`config.mk`:
```
export PLATFORM = sky130hd
export DESIGN_NAME = iafs_bitmap
export DESIGN_NICKNAME = d
export VERILOG_FILES = /design/src/rtl/core/iafs_pkg.sv /design/src/rtl/core/iafs_ram.sv /design/src/rtl/core/iafs_bitmap.sv
export SDC_FILE = /design/constraint.sdc
export NUM_CORES = 1
export LEC_CHECK = 0
export BUFFER_PORTS_ARGS = -buffer_cell sky130_fd_sc_hd__buf_2
export CORE_MARGIN = 2
export CORE_UTILIZATION = 57
export DETAILED_ROUTE_END_ITERATION = 8
export PLACE_DENSITY = 0.76
export SYNTH_ARGS = -nofsm -noshare
export SYNTH_HDL_FRONTEND = slang
export SYNTH_SLANG_ARGS = --single-unit
```
`constraint.sdc`:
```
create_clock -name clk -period 29.5 [get_ports clk]
set_clock_uncertainty 0.15 [all_clocks]
set_input_delay 4.425 -clock clk [delete_from_list [all_inputs] [get_ports clk]]
set_output_delay 4.425 -clock clk [all_outputs]
set_load 0.02 [all_outputs]
```
`src/rtl/core/iafs_pkg.sv`:
```
// ----------------------------------------------------------------------------
// iafs_pkg
// Shared types and constants for the slot index allocator.
// ----------------------------------------------------------------------------
package iafs_pkg;

    localparam int CAPACITY    = 1024;
    localparam int INDEX_SPACE = 1024;
    localparam int LIMIT_MAX   = (CAPACITY < INDEX_SPACE) ? CAPACITY : INDEX_SPACE;

    localparam int IDX_W    = 10;
    localparam int COUNT_W  = 11;
    localparam int STRIDE_W = 13;
    localparam int ADDR_W   = 64;
    localparam int CAP_AW   = (CAPACITY > 1) ? $clog2(CAPACITY) : 1;
    localparam int DEPTH_W  = $clog2(CAPACITY + 1);
    localparam int OFFS_W   = STRIDE_W + IDX_W;
    localparam int CFG_IDX_W = 2;

    // operation codes
    localparam logic [1:0] FUNC_ALLOC  = 2'd0;
    localparam logic [1:0] FUNC_FREE   = 2'd1;
    localparam logic [1:0] FUNC_LOOKUP = 2'd2;

    // status codes
    localparam logic [1:0] STATUS_OK        = 2'd0;
    localparam logic [1:0] STATUS_CAPACITY  = 2'd1;
    localparam logic [1:0] STATUS_BAD_FREE  = 2'd2;
    localparam logic [1:0] STATUS_RANGE     = 2'd3;

    // configuration register indexes
    localparam logic [CFG_IDX_W-1:0] CFG_SLOT_COUNT  = 2'd0;
    localparam logic [CFG_IDX_W-1:0] CFG_SLOT_STRIDE = 2'd1;
    localparam logic [CFG_IDX_W-1:0] CFG_CPU_BASE    = 2'd2;
    localparam logic [CFG_IDX_W-1:0] CFG_GPU_BASE    = 2'd3;

    typedef struct packed {
        logic [1:0]       func;
        logic [IDX_W-1:0] slot_index;
    } req_t;

    typedef struct packed {
        logic [IDX_W-1:0]  granted_index;
        logic [ADDR_W-1:0] cpu_address;
        logic [ADDR_W-1:0] gpu_address;
        logic [1:0]        status;
    } rsp_t;

    typedef struct packed {
        logic              rd;
        logic [CAP_AW-1:0] rd_addr;
        logic              wr;
        logic [CAP_AW-1:0] wr_addr;
        logic              wr_bit;
    } bm_req_t;

    typedef enum logic [1:0] {
        ST_IDLE = 2'b01,
        ST_EXEC = 2'b10
    } state_t;

endpackage

```
`src/rtl/core/iafs_ram.sv`:
```
// ----------------------------------------------------------------------------
// iafs_ram
// Simple dual-port RAM, one write and one registered read per cycle.
// ----------------------------------------------------------------------------
module iafs_ram #(
    parameter int ADDR_BITS = 10,
    parameter int DATA_BITS = 10
) (
    input  logic                 clk,
    input  logic                 wr_en,
    input  logic [ADDR_BITS-1:0] wr_addr,
    input  logic [DATA_BITS-1:0] wr_data,
    input  logic                 rd_en,
    input  logic [ADDR_BITS-1:0] rd_addr,
    output logic [DATA_BITS-1:0] rd_data
);

    logic [DATA_BITS-1:0] mem [(1 << ADDR_BITS)];
    logic [DATA_BITS-1:0] rd_data_reg;

    always_ff @(posedge clk)
    begin
        if (wr_en)
        begin
            mem[wr_addr] <= wr_data;
        end
        if (rd_en)
        begin
            rd_data_reg <= mem[rd_addr];
        end
    end

    assign rd_data = rd_data_reg;

endmodule

```
`src/rtl/core/iafs_bitmap.sv`:
```
// ----------------------------------------------------------------------------
// iafs_bitmap
// In-use bitmap memory with a clearing sweep after reset.
// ----------------------------------------------------------------------------
module iafs_bitmap (
    input  logic                clk,
    input  logic                rst_n,
    input  iafs_pkg::bm_req_t   req,
    output logic                rd_bit,
    output logic                busy
);

    logic                        clearing_reg;
    logic [iafs_pkg::CAP_AW-1:0] clr_addr_reg;
    logic [iafs_pkg::CAP_AW-1:0] clr_addr_next;

    logic                        wr_en;
    logic [iafs_pkg::CAP_AW-1:0] wr_addr;
    logic                        wr_bit;

    assign clr_addr_next = clr_addr_reg + iafs_pkg::CAP_AW'(1);

    always_ff @(posedge clk or negedge rst_n)
    begin
        if (!rst_n)
        begin
            clearing_reg <= 1'b1;
            clr_addr_reg <= '0;
        end
        else if (clearing_reg)
        begin
            clr_addr_reg <= clr_addr_next;
            if (clr_addr_reg == iafs_pkg::CAP_AW'(iafs_pkg::CAPACITY - 1))
            begin
                clearing_reg <= 1'b0;
            end
        end
    end

    // sweep owns the write port while it runs
    always_comb
    begin
        if (clearing_reg)
        begin
            wr_en   = 1'b1;
            wr_addr = clr_addr_reg;
            wr_bit  = 1'b0;
        end
        else
        begin
            wr_en   = req.wr;
            wr_addr = req.wr_addr;
            wr_bit  = req.wr_bit;
        end
    end

    iafs_ram #(
        .ADDR_BITS (iafs_pkg::CAP_AW),
        .DATA_BITS (1)
    ) u_ram (
        .clk     (clk),
        .wr_en   (wr_en),
        .wr_addr (wr_addr),
        .wr_data (wr_bit),
        .rd_en   (req.rd),
        .rd_addr (req.rd_addr),
        .rd_data (rd_bit)
    );

    assign busy = clearing_reg;

endmodule
```
[After elaboration in Yosys (flattened, before gate mapping)]
Memory sizes are Yosys's and may differ from the RTL's. A register that Yosys moved wholly into a read port is not among the register bits.
Index checks and enable logic that the tools add are counted.
Cells by class
  equal/unequal tests: 1
  muxes and demuxes: 7
  $add $sub $neg: 1
Operators with widths (count)
  adder 10 x 1 -> 10 bit, second input constant: 1
  equality test 10 bit, second input constant: 1
  2-to-1 mux 10 bit: 1
  2-to-1 mux 1 bit: 6
Word-level totals
  word-level logic and storage cells: 12
  memory bits (writable): 1024
  bits of input ports: 25
  memories kept: 1
  register bits: 11
  output and inout port bits: 2
Memory list
  u_ram.mem: words 1024, width 1, rd ports 1, clocked after memory_dff 1, write ports 1, RTL line iafs_ram.sv:18  | logic [DATA_BITS-1:0] mem [(1 << ADDR_BITS)];

[Logic depth before layout (Yosys ltp)]
Gate-level depths: netlist of run 1.
  depth after elaboration: 3
  gate-level depth with buffers: 15
  depth with buffers taken out: 8

[Cells and area by module]
Synthesis of run 1 repeated with hierarchy kept, for this count alone.
Unflattened totals
  cell total of the unflattened synthesis: 3165
  area, all modules: 45302.2 um^2
By module, submodules not included
  iafs_ram: cells an instance 3112, area an instance 44666.6 um^2, sequential area each 30779.5 um^2, instances 1
  iafs_bitmap: cells an instance 53, area an instance 635.6 um^2, sequential area each 276.5 um^2, instances 1

[Worst setup path before layout of run 1]
OpenSTA, ideal clock, no wires.
  kind: input-to-reg
  from: in req[0] (netlist bit)
  to: mem u_ram.mem[0], data pin
  path buffers: 0
  arrival: 28.762 ns
  library setup time: 5.174 ns
  stages on the path: 1
  slack: -4.586 ns
  data required time: 24.176 ns
  cell sequence: nor2b_1
On the way
  cells in the longest elaborated chain, start to end: 1
RTL lines
  start: declaration: RTL line iafs_bitmap.sv:8  | input iafs_pkg::bm_req_t req,
  2-to-1 mux 1 bit: RTL line iafs_bitmap.sv:43  | if (clearing_reg)
  end: declaration: RTL line iafs_ram.sv:18
Every way passes these cells.

[Final worst setup path of run 1]
  from: in req[0] (netlist bit)
  to: mem u_ram.mem[1013], data pin
On the way
  cells in the longest elaborated chain, start to end: 1
RTL lines
  2-to-1 mux 1 bit: RTL line iafs_bitmap.sv:43
  named net u_ram.wr_data: RTL line iafs_ram.sv:12  | input logic [DATA_BITS-1:0] wr_data,
The timed path passes the listed nets, and every way through them passes these cells.

==> results.json, run 1 <==
{
  "status": "finished with violations",
  "violations": "slew limit",
  "grt_pass1_wl_um": 175900,
  "largest_register_ffs": 1024,
  "utilization_pct": 62.13,
  "hold_viol_final": 0,
  "start_kind": "input port",
  "cp_max_fo": 152,
  "drc_errors": 0,
  "clkSinkCount": 1036,
  "antenna_left": 0,
  "crit_top_cell": "buf_4",
  "slowest_delay_ns": 1.12,
  "drt_iter0_markers": 4309,
  "required_ns": 29.65,
  "start_util_pct": 57.64,
  "grtUsageTotal_pct": 29.55,
  "maxCapViolCount": 0,
  "htreeDepth": 3,
  "via_per_inst": 6.682,
  "cts.reportedPaths.clkPinSlew_ns": 0.06,
  "grt_max_degree": 357,
  "crit_start": "req[0]",
  "grt_pass1_vias": 27470,
  "worstHoldPathType": "register to register",
  "whs_ns": 0.3760,
  "final_nets": 3093,
  "max_slew_margin_pct": -0.7638,
  "peakVddDrop_mv": 0.05731,
  "cts_resized": 0,
  "cts_buffer_depth": 3,
  "syn_inst": 3181,
  "setup_violations": 0,
  "antenna_found_initial": 0,
  "rows": 103,
  "crit_slowest_cell": "buf_4",
  "worstSkewPairLatency_ns": 0.66,
  "ios": 27,
  "max_freq_mhz": 116.7,
  "dp_hpwl_um": 61720,
  "wire_per_inst_um": 28.81,
  "setup.worst_path.end_class": "register",
  "reg2reg_from": "busy",
  "cp_data_arrival_time_ns": 8.72,
  "dieHeight_um": 286.6,
  "regArea_um2": 31060,
  "period_minus_slack_ns": 8.570,
  "synth_area_per_cell_um2": 14.31,
  "core_area_um2": 79000,
  "numCtsBuffers": 102,
  "drtPass1Iterations": 6,
  "totalWireLength_um": 121000,
  "fin_setup_tns_ns": 0,
  "yosys_warnings": 0,
  "vias": 28070,
  "num-fill-cells": 5594,
  "slew_viol_final": 44,
  "async_reset_ff_share_pct": 1.062,
  "syn_nets": 3207,
  "final_cell_mix": "nor2_1 (1,052), edfxtp_1 (1,025), mux4_2 (186), mux2i_1 (114), clkbuf_16 (105)",
  "grt_overflow": 0,
  "synth_edf_count": 1025,
  "ys.flop_type": "edfxtp_1",
  "final.period_utilization_pct": 29.05,
  "drive_above_1_share_pct": 14.89,
  "worstHoldStart": "clr_addr_reg[9]",
  "ys_ff_latch": 1036,
  "cts_root_buffer": "clkbuf_16",
  "crit_chain": "buf_2 > nor2b_4 > buf_4 > buf_4 > buf_4 > buf_4",
  "power_density_nw_per_um2": 61.41,
  "design.die.area_um2": 82160,
  "netlist_area_um2": 45530,
  "multi_input_area_um2": 12930,
  "fp.dieW_um": 286.6,
  "layout_commonest_cell": "nor2_1",
  "ctsHoldBuffers": 0,
  "io_buffers": 26,
  "gp_congestion": 0.8160,
  "rsz0062_at_grt": "no",
  "tightest_slew_ns": 1.511,
  "critical_path_class": "input port to register",
  "ys_seq_area_share_pct": 68.20,
  "cts_tree": "yes",
  "areaGrowthSynthToFinish_pct": 7.787,
  "cellLeakagePower_nw": 14.68,
  "synth_cell_types": 73,
  "post-cts-setup-buffers": 0
}
==> critical path, delay by kind of cell <==
family	cells	cell delay (ns)
buffers and inverters	5	3.94
AND/OR/NAND/NOR	1	0.11
==> through the flow <==
stage	setup WS (ns)	instance area, um2	total power [W]	instances
floorplan	7.692	45540	0.001772	3181
CTS	21.05	49080	0.003017	4200
global placement	20.46	45950	0.001796	4013
finish	20.93	49080	0.003014	4201
global route	20.53	49080	0.003081	4200
detailed placement	20.36	45950	0.001800	4013
==> layout make-up <==
cell class,count,share of cell area [%]
clock buffer,129,5.537
tap,1050,2.677
inverter,10,0.07648
multi-input combinational,1833,26.34
antenna,1,0.005099
timing repair buffer,84,1.244
sequential,1036,63.28
clock inverter,58,0.8438
==> logic make-up after synthesis <==
family / count (synthesis) / share of synthesized area, %
AND/OR/NAND/NOR: 1272 / 11.07
multiplexers: 335 / 13.49
XOR/XNOR: 9 / 0.1731
AO/OA/AOI/OAI: 216 / 3.396
flip-flops: 1036 / 68.20
adder cells (fa/ha/maj): 1 / 0.02747
buffers and inverters: 312 / 3.633
==> layer usage <==
layer / share of wire, % / global-route usage (%)
met1: 34 / 39.42
met2: 47 / 46.20
met3: 14 / 7.210
met4: 5.3 / 14.08
met5: 0 / 0
==> Yosys cell counts (3+ instances only) <==
library cell / n / area share (%)
clkbuf_8: 9 / 0.27
a22oi_1: 32 / 0.53
buf_2: 26 / 0.29
o21ai_1: 4 / 0.044
nand2_1: 102 / 0.84
buf_4: 10 / 0.16
clkbuf_1: 201 / 1.7
mux4_1: 28 / 1.6
nor3_1: 31 / 0.34
buf_8: 3 / 0.099
buf_1: 27 / 0.22
o21a_1: 3 / 0.049
nor2b_1: 11 / 0.15
a32oi_1: 4 / 0.077
buf_6: 14 / 0.35
and3_1: 3 / 0.041
nor2_1: 1053 / 8.7
nand3_1: 13 / 0.14
nand2b_1: 8 / 0.11
mux2_2: 7 / 0.17
nand4_1: 6 / 0.082
o31ai_1: 3 / 0.049
nor4_1: 6 / 0.082
mux2i_1: 114 / 2.5
a2111oi_0: 4 / 0.077
a21oi_1: 49 / 0.54
inv_1: 9 / 0.074
a31oi_1: 5 / 0.069
or3_1: 15 / 0.21
o22ai_1: 24 / 0.33
o21ai_0: 15 / 0.16
and2_1: 5 / 0.069
mux4_2: 186 / 9.2
o221ai_1: 43 / 0.83
edfxtp_1: 1025 / 68
buf_12: 11 / 0.48
a22o_1: 5 / 0.096
a211oi_1: 3 / 0.049
or2_2: 6 / 0.082
nor3b_1: 3 / 0.049
dfrtp_1: 10 / 0.55
xnor2_1: 7 / 0.13
==> final timing paths <==
path	to	slack (ns)	depth (start not counted)
hold reg to reg	clr_addr_reg[9]	0.38	1
setup reg to reg	u_ram.mem[1013]	24.13	5
max in group asynchronous	busy	25.43	1
min in group asynchronous	clr_addr_reg[0]	3.49	1
hold / removal	clr_addr_reg[9]	0.38	1
setup / recovery	u_ram.mem[1013]	20.93	6
==> power breakdown <==
part | total, W | switching, W | internal (W) | leakage, nW
Sequential | 0.00162 | 0.000000387 | 0.00162 | 9.36
Clock | 0.00124 | 0.000549 | 0.000693 | 1.52
Combinational | 0.000153 | 0.000105 | 0.0000481 | 3.80
Total | 0.00301 | 0.000655 | 0.00236 | 14.7
Note: power is estimated with default switching activity, not from simulation.
==> run 2: changes to the inputs <==
==> constraint.sdc (replaced) <==
create_clock -name clk -period 7.3 [get_ports clk]
set_clock_uncertainty 0.15 [all_clocks]
set_input_delay 1.095 -clock clk [delete_from_list [all_inputs] [get_ports clk]]
set_output_delay 1.095 -clock clk [all_outputs]
set_load 0.02 [all_outputs]
==> results.json, run 2 (synthesis results as in run 1) <==
{
  "antenna_left": 0,
  "numCtsBuffers": 99,
  "max_freq_mhz": 223.0,
  "drive_above_1_share_pct": 14.98,
  "core_area_um2": 79000,
  "status": "finished, final reports clean",
  "worstHoldPathType": "input port to asynchronous set/reset pin",
  "grt_max_degree": 308,
  "design_area_um2": 49150,
  "finalWorstSetupSlack_ns": 2.816,
  "r2r_slack_ns": 3.24,
  "period_minus_slack_ns": 4.484,
  "max_slew_margin_pct": 7.049,
  "power_density_nw_per_um2": 248.1,
  "peakVddDrop_mv": 0.2144,
  "totalWireLength_um": 118600,
  "cts_root_buffer": "clkbuf_16",
  "cts.reportedPaths.clkPinSlew_ns": 0.06,
  "r2r_cells": 4,
  "grt_pass1_wl_um": 173300,
  "hold_viol_final": 0,
  "io_buffers": 26,
  "final_nets": 3092,
  "dieHeight_um": 286.6,
  "critical_path_class": "input port to register",
  "r2r-end": "u_ram.mem[260]",
  "crit_top_cell": "nor4_1",
  "design.die.area_um2": 82160,
  "crit_slowest_cell": "nor4_1",
  "post-cts-setup-buffers": 0,
  "final_cell_mix": "nor2_1 (1,052), edfxtp_1 (1,025), mux4_2 (186), mux2i_1 (114), clkbuf_16 (99)",
  "wire_per_inst_um": 28.28,
  "clkSinkCount": 1036,
  "ctsHoldBuffers": 0,
  "largest_register_ffs": 1024,
  "cts_buffer_depth": 3,
  "num-fill-cells": 5576,
  "grt_pass1_vias": 27280,
  "start_util_pct": 57.64,
  "cp_data_arrival_time_ns": 4.72,
  "start_kind": "input port",
  "final.period_utilization_pct": 61.42,
  "postPlaceCellArea_um2": 46000,
  "dp_hpwl_um": 62200,
  "rows": 103,
  "setup.worst_path.end_class": "register",
  "maxCapViolCount": 0,
  "htreeDepth": 3,
  "fp.dieW_um": 286.6,
  "reg2reg_from": "busy",
  "setup_violations": 0,
  "via_per_inst": 6.631,
  "slew_viol_final": 0,
  "drt_iter0_markers": 4501,
  "drc_errors": 0,
  "required_ns": 7.54,
  "grt_overflow": 0,
  "gp_congestion": 0.8395,
  "drtPass1Iterations": 7,
  "worstSkewPairLatency_ns": 0.67,
  "ios": 27,
  "cts_tree": "yes",
  "antenna_found_initial": 2,
  "grtUsageTotal_pct": 29.00,
  "crit_chain": "buf_8 > buf_4 > mux4_2 > a22o_1 > a221oi_1 > o22ai_1 > nor4_1 > nor4_1 > a22oi_1 > o2111ai_1",
  "layout_commonest_cell": "nor2_1",
  "slowest_delay_ns": 0.69,
  "cts_resized": 0,
  "cellLeakagePower_nw": 14.71,
  "tightest_slew_ns": 1.388,
  "areaGrowthSynthToFinish_pct": 7.930,
  "vias": 27820,
  "rsz0062_at_grt": "no",
  "dp_slack_ns": 2.290,
  "cp_max_fo": 84
}
[run 2: changes by cell type in the layout (fill, tap and decap cells not counted), sizes merged]
| cell | previous run | this run |
|---|---|---|
| bufinv | 5 | 9 |
| clkbuf | 129 | 122 |
| clkinvlp | 5 | 4 |
| inv | 13 | 14 |
| clkinv | 45 | 40 |
| buf | 84 | 86 |
[run 2: per-stage QoR]
stage	std cells	total power [W]	hold slack, ns	TNS (ns)	util, %
6_report	4195	0.01219	0.1297	0	62.21
5_1_grt	4194	0.01247	0.1404	0	62.21
4_1_cts	4194	0.01221	0.1161	0	62.21
3_5_place_dp	4015	0.007273	0.3710	0	58.23
3_3_place_gp	4015	0.007258	0.3664	0	58.23
2_1_floorplan	3181	0.007128	0.3281	-4026.25	-
[run 2: layer usage]
layer	vias to the layer above	global-route usage, %	wire length (um)
li1	11480	-	-
met1	13920	39.14	41290
met2	2051	46.24	56280
met3	360	6.653	16210
met4	2	11.58	4834
met5	-	0	13
[run 2: area by class of cell]
type,count,area (um2),share of cell area (%)
diodes,1,2.502,0.005092
clock buffers,122,2564,5.217
clock inverters,57,581.8,1.184
inverters,10,37.54,0.07638
multi-input cells,1833,12910,26.28
flip-flops and latches,1036,31060,63.19
well taps,1050,1314,2.673
repair buffers,86,675.6,1.375
[run 2: where the power goes]
part | switching [W] | internal, W
Clock | 0.00221 | 0.00282
Combinational | 0.000422 | 0.000198
Sequential | 0.00000162 | 0.00654
Total | 0.00263 | 0.00956
[run 2: worst max-delay path, delay by kind of cell]
family          cells  cell delay, ns
buf+inv             2            1.15
compound gates      5            1.14
simple gates        2            0.85
mux                 1            0.39
[run 2: how the worst max path moves through the flow]
stage | slack (ns) | start | to
after global routing | 2.79 | req[13] | u_ram.rd_data
after CTS | 3.00 | req[13] | u_ram.rd_data
final | 2.82 | req[13] | u_ram.rd_data
after detailed placement | 2.29 | req[13] | u_ram.rd_data
after global placement | 2.32 | req[13] | u_ram.rd_data
after floorplan | -3.93 | req[0] | u_ram.mem[0]
